<file path="config.mk">
export PLATFORM = sky130hd
export DESIGN_NAME = sd_spi_data_block_receiver_top
export DESIGN_NICKNAME = d
export VERILOG_FILES = /design/src/hdl/sdrx_pkg.sv /design/src/hdl/sdrx_core.sv /design/src/hdl/sd_spi_data_block_receiver_top.sv
export SDC_FILE = /design/constraint.sdc
export NUM_CORES = 1
export LEC_CHECK = 0
export BUFFER_PORTS_ARGS = -buffer_cell sky130_fd_sc_hd__buf_2
export CAP_MARGIN = 5
export CORE_ASPECT_RATIO = 0.6
export CORE_MARGIN = 1.5
export CORE_UTILIZATION = 60
export CTS_CLUSTER_SIZE = 16
export DETAILED_ROUTE_END_ITERATION = 16
export GPL_ROUTABILITY_DRIVEN = 0
export GPL_TIMING_DRIVEN = 0
export PLACE_DENSITY = 0.8
export SLEW_MARGIN = 20
export SYNTH_ARGS = -nofsm -noshare
export SYNTH_HDL_FRONTEND = slang
export SYNTH_SLANG_ARGS = --single-unit
</file>
<file path="constraint.sdc">
create_clock -name clk -period 3.57 [get_ports clk]
set_clock_uncertainty 0.05 [all_clocks]
set_input_delay 0.357 -clock clk [delete_from_list [all_inputs] [get_ports clk]]
set_output_delay 0.357 -clock clk [all_outputs]
set_load 0.02 [all_outputs]
</file>
<file path="src/hdl/sdrx_pkg.sv">
// shared types, constants and crc function for the sd spi data block receiver
package sdrx_pkg;

    // default size limits
    localparam int MAX_BLOCK_LEN_DEF = 4096;

    // field widths
    localparam int BYTE_W      = 8;
    localparam int STATUS_W    = 2;
    localparam int BLK_LEN_W   = 13;
    localparam int WAIT_W      = 16;
    localparam int CRC_W       = 16;
    localparam int CFG_IDX_W   = 2;
    localparam int CFG_DATA_W  = 16;
    localparam int CMP_W       = 17;
    localparam int PHASE_W     = 3;

    // stream packing widths
    localparam int S_TDATA_W   = 8;
    localparam int M_TDATA_W   = 16;

    // configuration register indexes
    localparam logic [CFG_IDX_W-1:0] CFG_BLOCK_LENGTH = 2'd0;
    localparam logic [CFG_IDX_W-1:0] CFG_TOKEN_WAIT   = 2'd1;

    // configuration reset values
    localparam logic [BLK_LEN_W-1:0] BLOCK_LENGTH_RST = 13'd512;
    localparam logic [WAIT_W-1:0]    TOKEN_WAIT_RST   = 16'd60000;

    // input op codes
    localparam logic OP_START = 1'b0;
    localparam logic OP_BYTE  = 1'b1;

    // result kinds
    localparam logic KIND_DATA   = 1'b0;
    localparam logic KIND_STATUS = 1'b1;

    // status codes
    localparam logic [STATUS_W-1:0] ST_OK      = 2'd0;
    localparam logic [STATUS_W-1:0] ST_TIMEOUT = 2'd1;
    localparam logic [STATUS_W-1:0] ST_CRC_ERR = 2'd2;

    // token and crc constants
    localparam logic [BYTE_W-1:0] TOKEN_START = 8'hFE;
    localparam logic [CRC_W-1:0]  CRC_POLY    = 16'h1021;

    // phase codes
    localparam logic [PHASE_W-1:0] PH_IDLE   = 3'd0;
    localparam logic [PHASE_W-1:0] PH_TOKEN  = 3'd1;
    localparam logic [PHASE_W-1:0] PH_DATA   = 3'd2;
    localparam logic [PHASE_W-1:0] PH_CRC_HI = 3'd3;
    localparam logic [PHASE_W-1:0] PH_CRC_LO = 3'd4;

    // one result item
    typedef struct packed {
        logic                kind;
        logic [BYTE_W-1:0]   data_byte;
        logic [STATUS_W-1:0] status;
        logic                last;
    } sdrx_res_t;

    // crc-16 ccitt, msb first, one byte
    function automatic logic [CRC_W-1:0] crc16_byte(
        input logic [CRC_W-1:0]  crc_in,
        input logic [BYTE_W-1:0] data_in
    );
        logic [CRC_W-1:0] c;
        c = crc_in ^ {data_in, 8'h00};
        for (int i = 0; i < BYTE_W; i++)
        begin
            if (c[CRC_W-1])
                c = {c[CRC_W-2:0], 1'b0} ^ CRC_POLY;
            else
                c = {c[CRC_W-2:0], 1'b0};
        end
        return c;
    endfunction

endpackage

</file>
<file path="src/hdl/sdrx_core.sv">
// block read sequencer: token hunt with timeout, data forwarding, crc check
module sdrx_core
    import sdrx_pkg::*;
#(
    parameter int MAX_BLOCK_LEN = MAX_BLOCK_LEN_DEF
)
(
    input  logic                 clk,
    input  logic                 rst_n,
    input  logic                 step,
    input  logic                 op,
    input  logic [BYTE_W-1:0]    rx_byte,
    input  logic [BLK_LEN_W-1:0] block_length,
    input  logic [WAIT_W-1:0]    token_wait_limit,
    output logic                 res_valid,
    output sdrx_res_t            res
);

    localparam int CNT_W = $clog2(MAX_BLOCK_LEN + 1);

    logic [PHASE_W-1:0] phase_reg, phase_next;
    logic [WAIT_W-1:0]  wait_left_reg, wait_left_next;
    logic [CNT_W-1:0]   count_reg, count_next;
    logic [CRC_W-1:0]   crc_reg, crc_next;
    logic [BYTE_W-1:0]  crc_hi_reg, crc_hi_next;

    logic [CMP_W-1:0]   len_ext;
    logic [CMP_W-1:0]   max_ext;
    logic [CMP_W-1:0]   eff_len;
    logic [CMP_W-1:0]   cnt_inc;
    logic [WAIT_W-1:0]  wait_dec;
    logic [CRC_W-1:0]   crc_upd;

    // effective block length, saturated to the build limit
    assign len_ext = CMP_W'(block_length);
    assign max_ext = CMP_W'(MAX_BLOCK_LEN);
    assign eff_len = (len_ext > max_ext) ? max_ext : len_ext;

    assign cnt_inc  = CMP_W'(count_reg) + CMP_W'(1);
    assign wait_dec = wait_left_reg - WAIT_W'(1);
    assign crc_upd  = crc16_byte(crc_reg, rx_byte);

    // next state and result
    always_comb
    begin
        phase_next     = phase_reg;
        wait_left_next = wait_left_reg;
        count_next     = count_reg;
        crc_next       = crc_reg;
        crc_hi_next    = crc_hi_reg;
        res_valid      = 1'b0;
        res.kind       = KIND_DATA;
        res.data_byte  = '0;
        res.status     = ST_OK;
        res.last       = 1'b0;
        if (step)
        begin
            if (op == OP_START)
            begin
                phase_next     = PH_TOKEN;
                wait_left_next = (token_wait_limit != '0) ? token_wait_limit : WAIT_W'(1);
                count_next     = '0;
                crc_next       = '0;
                crc_hi_next    = '0;
            end
            else
            begin
                case (phase_reg)
                    PH_TOKEN:
                    begin
                        if (rx_byte == TOKEN_START)
                        begin
                            count_next = '0;
                            crc_next   = '0;
                            phase_next = (eff_len == '0) ? PH_CRC_HI : PH_DATA;
                        end
                        else
                        begin
                            wait_left_next = wait_dec;
                            // last try used up
                            if (wait_dec == '0)
                            begin
                                phase_next = PH_IDLE;
                                res_valid  = 1'b1;
                                res.kind   = KIND_STATUS;
                                res.status = ST_TIMEOUT;
                                res.last   = 1'b1;
                            end
                        end
                    end
                    PH_DATA:
                    begin
                        crc_next      = crc_upd;
                        count_next    = CNT_W'(cnt_inc);
                        if (cnt_inc >= eff_len)
                            phase_next = PH_CRC_HI;
                        res_valid     = 1'b1;
                        res.kind      = KIND_DATA;
                        res.data_byte = rx_byte;
                    end
                    PH_CRC_HI:
                    begin
                        crc_hi_next = rx_byte;
                        phase_next  = PH_CRC_LO;
                    end
                    PH_CRC_LO:
                    begin
                        phase_next = PH_IDLE;
                        res_valid  = 1'b1;
                        res.kind   = KIND_STATUS;
                        res.status = ({crc_hi_reg, rx_byte} == crc_reg) ? ST_OK : ST_CRC_ERR;
                        res.last   = 1'b1;
                    end
                    default:
                    begin
                        phase_next = phase_reg;
                    end
                endcase
            end
        end
    end

    // state registers
    always_ff @(posedge clk or negedge rst_n)
    begin
        if (!rst_n)
        begin
            phase_reg     <= PH_IDLE;
            wait_left_reg <= '0;
            count_reg     <= '0;
            crc_reg       <= '0;
            crc_hi_reg    <= '0;
        end
        else
        begin
            phase_reg     <= phase_next;
            wait_left_reg <= wait_left_next;
            count_reg     <= count_next;
            crc_reg       <= crc_next;
            crc_hi_reg    <= crc_hi_next;
        end
    end

endmodule

</file>
<file path="src/hdl/sd_spi_data_block_receiver_top.sv">
// top level: stream ports, config registers, input and result registers
// a byte accepted into the input register is stepped by the sequencer and its result is held in the result register
// throughput: one item per cycle while the result side is ready, set by the single-pass sequencer stage
// the input register takes a new item while a result waits on the output only if the input register is empty
// reset: rst_n async low; sequencer idle, block_length 512, token wait 60000
module sd_spi_data_block_receiver_top
    import sdrx_pkg::*;
#(
    parameter int MAX_BLOCK_LEN = MAX_BLOCK_LEN_DEF
)
(
    input  logic                  clk,
    input  logic                  rst_n,
    // input items
    input  logic                  s_tvalid,
    output logic                  s_tready,
    input  logic [S_TDATA_W-1:0]  s_tdata,   // [7:0] rx_byte
    input  logic [0:0]            s_tuser,   // [0] op
    // result items
    output logic                  m_tvalid,
    input  logic                  m_tready,
    output logic [M_TDATA_W-1:0]  m_tdata,   // [7:0] data_byte, [9:8] status, rest zero
    output logic [0:0]            m_tuser,   // [0] kind
    output logic                  m_tlast,
    // config writes
    input  logic                  cfg_valid,
    output logic                  cfg_ready,
    input  logic [CFG_IDX_W-1:0]  cfg_index,
    input  logic [CFG_DATA_W-1:0] cfg_data
);

    logic                 in_valid_reg;
    logic                 in_op_reg;
    logic [BYTE_W-1:0]    in_byte_reg;
    logic                 out_valid_reg;
    sdrx_res_t            out_reg;
    logic [BLK_LEN_W-1:0] block_length_reg;
    logic [WAIT_W-1:0]    wait_limit_reg;

    logic                 adv;
    logic                 core_step;
    logic                 core_res_valid;
    sdrx_res_t            core_res;

    // handshakes
    assign adv       = !out_valid_reg || m_tready;
    assign core_step = in_valid_reg && adv;
    assign s_tready  = !in_valid_reg || adv;
    assign cfg_ready = 1'b1;

    // config registers
    always_ff @(posedge clk or negedge rst_n)
    begin
        if (!rst_n)
        begin
            block_length_reg <= BLOCK_LENGTH_RST;
            wait_limit_reg   <= TOKEN_WAIT_RST;
        end
        else if (cfg_valid && cfg_ready)
        begin
            case (cfg_index)
                CFG_BLOCK_LENGTH: block_length_reg <= cfg_data[BLK_LEN_W-1:0];
                CFG_TOKEN_WAIT:   wait_limit_reg   <= cfg_data[WAIT_W-1:0];
                default:          block_length_reg <= block_length_reg;
            endcase
        end
    end

    // input register
    always_ff @(posedge clk or negedge rst_n)
    begin
        if (!rst_n)
            in_valid_reg <= 1'b0;
        else if (s_tready)
            in_valid_reg <= s_tvalid;
    end

    always_ff @(posedge clk)
    begin
        if (s_tvalid && s_tready)
        begin
            in_op_reg   <= s_tuser[0];
            in_byte_reg <= s_tdata[BYTE_W-1:0];
        end
    end

    sdrx_core #(
        .MAX_BLOCK_LEN (MAX_BLOCK_LEN)
    ) u_core (
        .clk              (clk),
        .rst_n            (rst_n),
        .step             (core_step),
        .op               (in_op_reg),
        .rx_byte          (in_byte_reg),
        .block_length     (block_length_reg),
        .token_wait_limit (wait_limit_reg),
        .res_valid        (core_res_valid),
        .res              (core_res)
    );

    // result register
    always_ff @(posedge clk or negedge rst_n)
    begin
        if (!rst_n)
            out_valid_reg <= 1'b0;
        else if (adv)
            out_valid_reg <= core_step && core_res_valid;
    end

    always_ff @(posedge clk)
    begin
        if (core_step && core_res_valid)
            out_reg <= core_res;
    end

    // output packing
    assign m_tvalid = out_valid_reg;
    assign m_tdata  = {{(M_TDATA_W - BYTE_W - STATUS_W){1'b0}}, out_reg.status,
                       out_reg.data_byte};
    assign m_tuser  = out_reg.kind;
    assign m_tlast  = out_reg.last;

endmodule

</file>
* Yosys cells after proc, flatten, opt, wreduce, memory -nomap -nowiden
Index checks and enable logic that the tools add are counted.
** Word-level totals
- Flip-flop bits (word level) :: 108
- Bits of input ports :: 32
- Output and inout port bits :: 21
- Logic and storage cells :: 100
** Cells by class
- Add/sub/neg operators :: 2
- $lt $le $gt $ge :: 2
- Equality and inequality tests :: 15
- Muxes and demuxes :: 37
- Bitwise gates (word level) :: 9
- Reduce and logical (&&, ||, !) cells :: 20
** Operator list (number)
- $mux 13 :: 11
- $mux 16 :: 6
- $pmux 16 s2 :: 1
- $pmux 13 s2 :: 1
- $not 3->3 :: 8
- $ge 17x17->1 :: 1
- $logic_not 17->1 :: 1
- $eq 16x16->1 :: 1
- $logic_not 16->1 :: 1
- $mux 8 :: 2
- $reduce_bool 16->1 :: 1
- $sub 16x1->16 const B :: 1
- $xor 16x16->16 :: 1
- $mux 3 :: 5
- $add 13x1->14 const B :: 1
- $gt 13x13->1 const B :: 1
- $pmux 3 s4 :: 1
- $reduce_and 3->1 :: 3
- $eq 8x8->1 const B :: 1
- $reduce_and 2->1 :: 4
- $eq 3x2->1 const B :: 2
- $ne 3x2->1 const B :: 2
- $pmux 3 s2 :: 1
- $mux 1 :: 5
- other kinds (16) :: 23

* Longest topological paths before layout
- Depth after elaboration :: 19
- Gate-level depth with buffers :: 13
- Mapped depth without buffers :: 12

* By module
A second synthesis with hierarchy kept.
** Unflattened totals
- Cells, all modules :: 554
- Area total of the unflattened synthesis :: 5884.4 um^2
** Modules (own cells, without submodules)
- sdrx_core :: times used 1, cells an instance 452, area an instance 3973.8 um^2, sequential area each 1401.3 um^2
- sd_spi_data_block_receiver_top :: times used 1, cells an instance 102, area an instance 1910.6 um^2, sequential area each 1416.4 um^2

* Worst setup path before layout
Ideal clock, no wire load.
- Path kind :: reg2reg
- From :: register u_core.count_reg[2]
- To :: register u_core.phase_reg[0]
- Setup time :: 0.126 ns
- Arrival time :: 2.862 ns
- Data required time :: 3.394 ns
- Path slack :: 0.532 ns
- Cell stages (with the launch flop) :: 14
- Path buffers :: 1
- Period minus slack after synthesis :: 3.038 ns
- Cell sequence :: dfrtp_1 clkbuf_1 and4_1 nand4_1 or2_2 nor2_1 xor2_1 ha_1 nand2_1 o21ai_0 nor4_1 a2bb2oi_1 or2_2 o32a_1
** Between the ends
- Longest elaborated chain between the ends :: 4
** Ends and longest elaborated chain
- start, declared :: RTL line sdrx_core.sv:23 : logic [CNT_W-1:0] count_reg, count_next;
- start signal, assigned :: RTL line sdrx_core.sv:138 : count_reg <= count_next;
- $add 13x1->14 :: RTL line sdrx_core.sv:39 : assign cnt_inc = CMP_W'(count_reg) + CMP_W'(1);
- $ge 17x17->1 :: RTL line sdrx_core.sv:95 : if (cnt_inc >= eff_len)
- $ne 3x2->1 (no line)
- $reduce_and 4->1 (no line)
- end signal, assigned :: RTL line sdrx_core.sv:136 : phase_reg <= phase_next;
- end, declared :: RTL line sdrx_core.sv:21 : logic [PHASE_W-1:0] phase_reg, phase_next;
No other way between the ends.
A chain may end at the register's enable or synchronous reset.

* Worst setup path after layout
Ends and elaborated chain as after synthesis.

==> flow_summary.yaml <==
job:
  drv_cap: 0
grt:
  grt_usage_pct: 30.7
  grt_first_pass_wirelength_um: 24100
  grt_max_degree: 46
  overflow: 0
  antenna_found_initial: 0
  grt_pass1_vias: 4678
cells_and_area:
  drive_gt1_share_pct: 20.2
  fin_nets: 673
  syn_to_final_growth_pct: 12.7
  final-seq-area_sq_um: 2790
  multiInputGateArea_sq_um: 2890
  fillers: 691
  diodes: 0
clock_tree:
  clock_latency_ns: 0.35
  cts_buffers: 9
  htree_levels: 3
  root_buffer: "clkbuf_16"
  path_clk_slew_ns: 0.08
  cts_buffer_depth: 2
  cts_setup_buffers: 0
  cts_tree: "done"
  cts_sinks: 107
routing:
  wl_per_cell_um: 19.4
  viasPerCell: 6.30
  drt_iter0_drc: 486
  antenna_left: 0
  wirelength_um: 14800
  firstDrtPassIters: 5
  vias: 4786
  drc: 0
logic_synthesis:
  yosys_warnings: 0
  synth_ff_type: "dfrtp_1"
  synthArstFlopShare_pct: 81.3
  post_synth_num_cell_types: 64
  syn_inst: 563
  yosysTopAreaCell: "dfrtp_1"
  synth-edff-count: 20
  syn_area_per_cell_sq_um: 10.4
  seq_area_frac_synth_pct: 47.6
  synth_top_area_share_pct: 33.8
  synth_seq_cells: 107
  syn-cell-area_sq_um: 5850
  ys_top_cells_by_area: "dfrtp_1, edfxtp_1, xnor2_1"
timing:
  setup_viol: 0
  fin_setup_tns_ns: 0
  fmax_mhz: 307
  drv_slew: 0
  whs_ns: 0.121
  fin_crit_ns: 3.26
  worst_slew_pin_slew_ns: 0.892
  hold_violations: 0
  finalCritPeriodShare_pct: 91.4
  slew_headroom_pct: 40.1
  rsz0062_at_grt: "false"
die:
  die_h_um: 79.5
  die_area_sq_um: 10400
  io_pins: 53
  core_area_sq_um: 9320
  num_rows: 27
  initial_core_util_pct: 62.8
  die_x_um: 131
worst_setup_path:
  worstPathRequired_ns: 3.75
  critPathLaunchType: "register"
  critPathMaxFanout: 9
  path_class: "register to register"
  rr_worst_depth: 12
  endpoint_kind: "register"
  crit_arrival_ns: 3.45
power:
  pwr-share-clk_pct: 31.1
  intPower_w: 0.00212
  seqPwrFrac_pct: 48.9
  combPwrFrac_pct: 20.0
  p_sw_w: 0.00100
  p_sw_share_pct: 32.0
  vdd_drop_max_v: 0.000311
  p_per_area_nw_per_um2: 474
  p_leak_nw: 2.73
run_status:
  status: "complete, no violations"
worst_hold_path:
  min_path_type: "input pin to register"
  worstHoldPathCells: 1
place:
  portBuffers: 45
  post-dp-hpwl_um: 10600
-- layout make-up --
class / count / area share, %
multi-input combinational: 415 / 43.8
sequential: 107 / 42.3
timing repair buffer: 47 / 4.02
clock buffer: 10 / 3.53
buffer: 38 / 2.75
tap: 130 / 2.47
clock inverter: 6 / 0.834
inverter: 7 / 0.398
-- through the flow --
step                      setup slack, ns  utilization [%]  cell area, sq um  cells  total power, W
after global routing                0.141             70.8              6600    760         0.00326
final                               0.308             70.8              6600    760         0.00312
after floorplan                     0.532                -              5870    568         0.00192
after global placement              0.183             67.1              6260    743         0.00210
after CTS                           0.147             70.7              6590    761         0.00310
after detailed placement            0.189             67.5              6290    744         0.00214
-- logic make-up (layout without fill, tap and decap cells) --
family	after synthesis	count (layout)	share of synthesized area, %
AOI/OAI and AO/OA	126	126	14.8
xor gates and xnor gates	52	52	7.78
adders and majority gates	16	16	3.42
buffers and inverters	46	108	3.61
DFF	107	107	47.6
muxes	30	30	5.75
other	2	7	0.128
and+or+nand+nor	184	184	16.8
-- worst max-delay path: stages, from the launching register on --
cell       delay, ns
dfrtp_1         0.50
and4_1          0.31
nand4_1         0.21
or2_2           0.40
nor2_1          0.14
xor2_1          0.10
ha_1            0.29
nand2_1         0.06
o21ai_0         0.17
nor4_1          0.08
a2bb2oi_2       0.18
or2_2           0.31
o32a_1          0.35
-- power groups by stage --
stage                     clock [W]  sequential (W)  combinational, W
after global routing        0.00104         0.00154          0.000688
after CTS                  0.000981         0.00152          0.000606
after global placement            0         0.00153          0.000563
after detailed placement          0         0.00154          0.000598
after floorplan                   0         0.00148          0.000444
final                      0.000972         0.00153          0.000625
-- cell usage in the layout, fill, tap and decap left out, types with 4 or more instances in the layout --
| cell | Yosys | routed |
|---|---|---|
| a21oi_1 | 38 | 38 |
| a22o_1 | 24 | 24 |
| a31oi_1 | 7 | 7 |
| and2_1 | 12 | 12 |
| and3_1 | 5 | 5 |
| buf_2 | 1 | 45 |
| buf_4 | 8 | 9 |
| clkbuf_1 | 28 | 27 |
| clkbuf_16 | 0 | 9 |
| conb_1 | 2 | 7 |
| dfrtp_1 | 79 | 79 |
| dfstp_2 | 8 | 8 |
| edfxtp_1 | 20 | 20 |
| ha_1 | 16 | 16 |
| inv_1 | 7 | 7 |
| mux2_2 | 29 | 29 |
| nand2_1 | 49 | 49 |
| nand2b_1 | 5 | 5 |
| nand3_1 | 11 | 11 |
| nand4_1 | 17 | 17 |
| nor2_1 | 28 | 28 |
| nor2b_1 | 8 | 8 |
| nor3_1 | 11 | 11 |
| nor4_1 | 13 | 13 |
| o21ai_0 | 17 | 17 |
| o22ai_1 | 5 | 5 |
| o2bb2ai_1 | 4 | 4 |
| o31ai_1 | 5 | 5 |
| or2_2 | 6 | 6 |
| xnor2_1 | 41 | 41 |
| xor2_1 | 11 | 11 |
-- cells in the mapped netlist, drive strengths merged, types with 6 or more instances --
master	n
nor2b	8
ha	16
nand3	12
buf	11
dfrtp	79
a21oi	39
and2	12
o21ai	18
nand4	17
mux2	29
xnor2	41
dfstp	8
a22o	24
a31oi	7
nor4	14
clkbuf	28
nand2	50
nor2	28
nor3	11
xor2	11
inv	7
or2	6
edfxtp	20
-- worst paths after layout --
kind / startpoint / endpoint / slack, ns
setup / recovery: u_core.count_reg[2]$_DFFE_PN0P_ / u_core.phase_reg[0]$_DFFE_PN0P_ / 0.31
setup reg to reg: u_core.count_reg[2]$_DFFE_PN0P_ / u_core.phase_reg[0]$_DFFE_PN0P_ / 0.31
hold reg to reg: block_length_reg[11]$_DFFE_PN0P_ / block_length_reg[11]$_DFFE_PN0P_ / 0.49
min in group asynchronous: rst_n / wait_limit_reg[12]$_DFFE_PN0P_ / 0.50
max in group asynchronous: rst_n / wait_limit_reg[13]$_DFFE_PN1P_ / 2.29
hold / removal: s_tdata[0] / in_byte_reg[0]$_DFFE_PP_ / 0.12
-- metal layers --
metal  vias up  track usage (%)  wire length (um)  share of wire (%)
met3        22             9.92              1560                 11
met4         0             8.13               163                1.1
met1      2354             44.6              6780                 46
li1       2165                -                 -                  -
met2       245             44.1              6250                 42
met5         -                0                 0                  0
-- what timing repair did --
item | CTS | global route
endpoints found under the hold margin | 36 | 0
hold buffers | 1 | 0
setup endpoints to repair | 0 | 3
gates resized for setup | 0 | 3
(Power assumes the default switching activity.)
